`src/design/vr_pkg.sv`:
```
// vr_pkg: shared types, constants and the saturation helper for the refraction pipeline
// depends on nothing; imported by every vr_* module and by vector_refract_core
package vr_pkg;

  localparam int FRAC_BITS_DEF = 16;
  localparam int CW            = 20;
  localparam int RATW          = 18;

  localparam logic signed [CW-1:0] CMP_MAX = 20'sh7FFFF;
  localparam logic signed [CW-1:0] CMP_MIN = -20'sh80000;

  // one ray as it travels down the pipeline
  typedef struct packed {
    logic [2:0][CW-1:0] v;
    logic [2:0][CW-1:0] n;
    logic [RATW-1:0]    ratio;
    logic [2:0][CW-1:0] perp;
    logic [CW-1:0]      s;
    logic               hit;
  } ray_t;

  typedef struct packed {
    logic                 hit;
    logic signed [CW-1:0] val;
  } sat_t;

  // clamp to the signed component range
  function automatic sat_t sat20(input logic signed [63:0] v);
    sat_t r;
    if (v > 64'(CMP_MAX)) begin
      r.hit = 1'b1;
      r.val = CMP_MAX;
    end else if (v < 64'(CMP_MIN)) begin
      r.hit = 1'b1;
      r.val = CMP_MIN;
    end else begin
      r.hit = 1'b0;
      r.val = v[CW-1:0];
    end
    return r;
  endfunction

endpackage

```
`src/design/vr_back.sv`:
```
// vr_back: parallel term -n*s and the final sum, ending in the output register
// depends on vr_pkg
module vr_back import vr_pkg::*; #(
  parameter int FRAC_BITS = FRAC_BITS_DEF
) (
  input  logic                 clk,
  input  logic                 rst,
  input  logic                 in_valid,
  output logic                 in_stall,
  input  ray_t                 in_ray,
  output logic                 out_valid,
  input  logic                 out_stall,
  output logic signed [CW-1:0] out_x,
  output logic signed [CW-1:0] out_y,
  output logic signed [CW-1:0] out_z,
  output logic                 clipped
);

  localparam logic signed [40:0] HALF41 = 41'sd1 <<< (FRAC_BITS - 1);

  logic [1:0] vld;
  logic [2:0] ce;
  ray_t       ray0;

  logic signed [39:0]   m      [3];
  logic signed [39:0]   m_next [3];
  logic signed [CW-1:0] res      [3];
  logic signed [CW-1:0] res_next [3];
  logic                 hit_next;

  always_comb begin
    ce[2] = !out_stall;
    for (int i = 1; i >= 0; i--) ce[i] = !vld[i] || ce[i+1];
  end

  assign in_stall  = !ce[0];
  assign out_valid = vld[1];
  assign out_x     = res[0];
  assign out_y     = res[1];
  assign out_z     = res[2];

  always_comb begin
    logic signed [40:0] rp;
    sat_t               sp;
    sat_t               so;

    // normal times root
    for (int j = 0; j < 3; j++)
      m_next[j] = 40'($signed(in_ray.n[j])) * 40'($signed(in_ray.s));

    // par = round(-n*s), then perp + par
    hit_next = ray0.hit;
    for (int j = 0; j < 3; j++) begin
      rp = (-41'(m[j]) + HALF41) >>> FRAC_BITS;
      sp = sat20(64'(rp));
      so = sat20(64'(sp.val) + 64'($signed(ray0.perp[j])));
      res_next[j] = so.val;
      hit_next = hit_next | sp.hit | so.hit;
    end
  end

  always_ff @(posedge clk) begin
    if (rst) begin
      vld <= '0;
    end else begin
      if (ce[0]) vld[0] <= in_valid;
      if (ce[1]) vld[1] <= vld[0];
    end
  end

  always_ff @(posedge clk) begin
    if (ce[0]) begin
      ray0 <= in_ray;
      m    <= m_next;
    end
    if (ce[1]) begin
      res     <= res_next;
      clipped <= hit_next;
    end
  end

endmodule

```
`config.mk`:
```
export PLATFORM = sky130hd
export DESIGN_NAME = vr_back
export DESIGN_NICKNAME = d
export VERILOG_FILES = /design/src/design/vr_pkg.sv /design/src/design/vr_back.sv
export SDC_FILE = /design/constraint.sdc
export NUM_CORES = 2
export LEC_CHECK = 0
export BUFFER_PORTS_ARGS = -buffer_cell sky130_fd_sc_hd__buf_2
export CAP_MARGIN = 5
export CORE_MARGIN = 10
export CORE_UTILIZATION = 47
export CTS_CLUSTER_DIAMETER = 120
export DETAILED_ROUTE_END_ITERATION = 10
export GPL_TIMING_DRIVEN = 1
export PLACE_DENSITY_LB_ADDON = 0.08
export SLEW_MARGIN = 20
export SYNTH_ARGS = -nofsm -noshare
export SYNTH_HDL_FRONTEND = slang
export SYNTH_SLANG_ARGS = --single-unit
```
`constraint.sdc`:
```
create_clock -name clk -period 10.4 [get_ports clk]
set_input_delay 1.04 -clock clk [delete_from_list [all_inputs] [get_ports clk]]
set_output_delay 1.04 -clock clk [all_outputs]
set_load 0.01 [all_outputs]
```
## After elaboration in Yosys (flattened, before gate mapping)

Index checks and enable logic that the tools add are counted.
W data, S select, Z words.

| operators by class | value |
|---|---|
| multiplexer cells | 12 |
| order comparisons | 12 |
| multipliers | 3 |
| reduce and logical (&&, ||, !) cells | 6 |
| add/sub/neg operators | 9 |
| bitwise logic cells | 6 |

Operator list:

| cell | count |
|---|---|
| $mux W21 | 12 |
| $add A41 B17 Y41 const B | 3 |
| $neg A40 Y41 | 3 |
| $mul A20 B20 Y40 | 3 |
| $gt A25 B20 Y1 const B | 3 |
| $lt A25 B20 Y1 const B | 3 |
| $add A20 B20 Y21 | 3 |
| $gt A21 B20 Y1 const B | 3 |
| $lt A21 B20 Y1 const B | 3 |
| $or A1 B1 Y1 | 6 |
| $logic_not A1 Y1 | 4 |
| $logic_or A1 B1 Y1 | 2 |

| storage, ports and cells | value |
|---|---|
| bits in registers | 244 |
| word-level logic and storage cells | 61 |
| output and inout port bits | 63 |
| bits of input ports | 223 |

## Depth between registers and ports, before layout

| logic depth | value |
|---|---|
| depth after elaboration | 14 |
| depth in mapped cells | 28 |
| mapped depth without buffers | 25 |

## Worst setup path after synthesis

No wires, ideal clock.

| path | value |
|---|---|
| kind | in2reg |
| start point | input port in_ray[3] (netlist bit) |
| end point | register m[38] (netlist bit), data pin |
| cell stages on the path | 21 |
| library setup time | 267 ps |
| data required time | 10133 ps |
| path buffers | 2 |
| slack | 2800 ps |
| arrival time | 7333 ps |
| cell sequence | clkbuf_1 > clkbuf_1 > and2_1 > fa_1 > fa_1 > fa_1 > inv_1 > fa_1 > fa_1 > inv_1 > fa_1 > fa_1 > ha_1 > inv_1 > o21bai_1 > a21oi_1 > inv_1 > a221o_1 > a2111oi_2 > o21a_1 > o211ai_1 |

RTL lines:

| what | line | RTL |
|---|---|---|
| from (decl) | vr_back.sv:10 | `input ray_t in_ray,` |
| to (signal assigned) | vr_back.sv:74 | `m <= m_next;` |
| to (decl) | vr_back.sv:25 | `logic signed [39:0] m [3];` |

==> qor.txt <==
# DRC: 0
area leader, netlist: fa_1
Arrival @ worst endpoint: 8470 ps
crit share post-route: 78.3%
GP Congestion: 0.838
R2R setup slack: 4250 ps
synth warn: 0
WHS Endpoint: vld[1]
Async S/R FF share, synth: 0%
Longest Clk Path Bufs: 3
Mapped Avg Cell Area: 9.73 um2
Worst Tran Pin Value: 1080 ps
FF-to-FF path depth: 20
Max Slew Vio Count: 0
via count: 38,800
vias in the first global route: 42,500
Starting Density: 47.3%
run status: finished, final reports clean
Slew Limit Headroom: 28.3%
Netlist cell types: 92
# resized after CTS: 0
Setup crit end kind: flop
placed instance area: 59,200 um2
pin count of the biggest net entering global routing: 64
capturing point of the worst reg2reg path: out_x[2]
worst hold path type: reg2reg
Cell Rows: 127
Congestion Overflow GR: 0
core area: 120,000 um2
Mapped Area: 56,800 um2
Die Width: 368 um
CTS Sinks: 244
Setup violations, final: 0
EDFF count, synth: 242
total negative slack: 0 ps
Post-CTS Setup Inserts: 0
top_reg_cell synth: edfxtp_1
crit path max fanout: 34
post-route ant nets: 0
Clock Latency Late Sink: 610 ps
cts hold-fix bufs: 0
placed cells: 7,426
clock skew: 23.5 ps
Synth area leaders: fa_1 (45%), edfxtp_1 (13%), ha_1 (8.4%)
nets: 7,712
critical path data required time: 10,730 ps
RSZ-0062 raised after global routing: no
final-report hold violation count: 0
Max Freq: 123 MHz
Port Buffers: 207
hold depth: 2
cell area after layout: 60,200 um2
Initial DRC Count: 1,853
HP Start: vld[0]
Detailed Route WL: 142 mm
first-pass GRT wire length: 234 mm
final core utilization: 50.1%
launch point of the worst path: in_ray[3]
number of max-cap violations: 0
Seq/Total Area, Yosys: 12.9%
share of the synthesized area in the top cell type: 44.5%
DR pass1 iterations: 6
die height: 368 um
area grow syn2layout: 5.92%
wire per inst: 18.9 um
GRT Total Usage: 21.6%
Num CTS Buffers: 28
Clk pin slew, worst setup/hold paths: 70 ps
Ports: 286
initial antenna violation count: 14
Yosys reg bits: 244
H-tree depth: 1
die area: 135,000 um2
layout cell share with drive strength beyond 1: 5.92%
Cells after Synth: 5,838
crit path kind: in2reg
Worst Setup Start Kind: input pin
min Tclk post-route: 8140 ps
origin of the critical flop-to-flop path: m[81]
dpl hpwl: 116 mm
TritonCTS clock tree: done
CTS root buf: clkbuf_16
Mapped Nets: 7,706
final cell count without fillers: 7,484
post-DR vias/cell: 5.19
-- synth_stat cells, types with 16 or more instances --
master / number
o21bai_1: 22
nand3_1: 41
xnor2_1: 143
nor3_1: 41
fa_1: 1263
o31ai_1: 21
a21oi_1: 157
a211oi_1: 24
clkbuf_1: 267
and2_1: 466
o21a_1: 32
nor2_1: 111
inv_1: 1247
nand2b_1: 87
o21ai_0: 129
ha_1: 382
nor4_1: 16
nand2_1: 789
edfxtp_1: 242
a21o_1: 61
xor2_1: 73
-- worst max-delay path, cell delays in order --
cell,delay [ps]
buf_2,790
buf_4,290
nand2_1,90
fa_1,560
inv_1,50
fa_1,470
fa_1,500
inv_1,60
fa_1,500
inv_1,50
fa_1,470
fa_1,450
fa_1,470
ha_1,390
and3_1,210
nand2_1,70
or2_1,280
nor3_2,270
o21ai_0,240
a2111oi_0,760
o31ai_1,200
nand4b_1,140
o311ai_1,100
-- through the flow --
| step | worst slack (ps) | hold WS, ps |
|---|---|---|
| detailed placement | 1660 | 528 |
| CTS | 2310 | 541 |
| floorplan | 2800 | 437 |
| global route | 1870 | 567 |
| global placement | 1750 | 518 |
| finish | 2260 | 542 |
-- registers in the layout, indices dropped and copies added, names as in the netlist --
signal and flops:
clipped 1, m 120, out_x 20, out_y 20, out_z 20, ray0 61
vld 2
-- logic make-up after synthesis --
kind of cell    count (synthesis)  share of synthesized area, %
flops                         244                          12.9
buf+inv                      1526                          10.2
simple gates                 1639                          14.1
fa+ha+maj                    1655                          53.1
mux                             2                        0.0352
xor+xnor                      217                          3.36
compound gates                555                          6.34
-- layout make-up --
| class | count | area [um2] |
|---|---|---|
| Antenna cell | 6 | 15.0 |
| Clock buffer | 35 | 748 |
| Clock inverter | 17 | 155 |
| Fill cell | 11500 | 59800 |
| Inverter | 1247 | 4680 |
| Multi-Input combinational cell | 4068 | 43800 |
| Sequential cell | 244 | 7310 |
| Tap cell | 1612 | 2020 |
| Timing Repair Buffer | 255 | 1470 |
-- cell usage in the layout, fill, tap and decap left out, drive strengths merged, types with 9 or more instances in the layout --
master / count
a211oi: 24
a21o: 61
a21oi: 160
a31oi: 12
and2: 466
and3: 11
buf: 255
clkbuf: 35
clkinv: 12
edfxtp: 242
fa: 1263
ha: 382
inv: 1247
maj3: 10
nand2: 792
nand2b: 87
nand3: 41
nand4: 11
nor2: 114
nor2b: 10
nor3: 43
nor4: 20
o211ai: 10
o21a: 32
o21ai: 138
o21bai: 22
o311ai: 9
o31ai: 22
or2: 12
or3: 14
xnor2: 143
xor2: 74
-- worst max-delay path by stage --
stage                         to  slack (ps)  cells after the start
after floorplan            m[38]        2800                     21
after global placement    m[119]        1750                     21
after detailed placement  m[119]        1660                     21
after CTS                 m[119]        2310                     21
after global routing       m[79]        1870                     19
final                      m[69]        2260                     23
-- metal layers --
metal	vias to the layer above	wire length, um	share of wire, %	GRT usage [%]
met5	-	88	0.062	0
met4	16	2470	1.7	3.85
met3	170	6620	4.7	2.87
met2	712	68100	48	36.2
met1	20300	64200	45	30.0
li1	17700	-	-	-
Power is not shown: default switching activity piles up to over one toggle a cycle in this logic, so the estimate is an artifact.
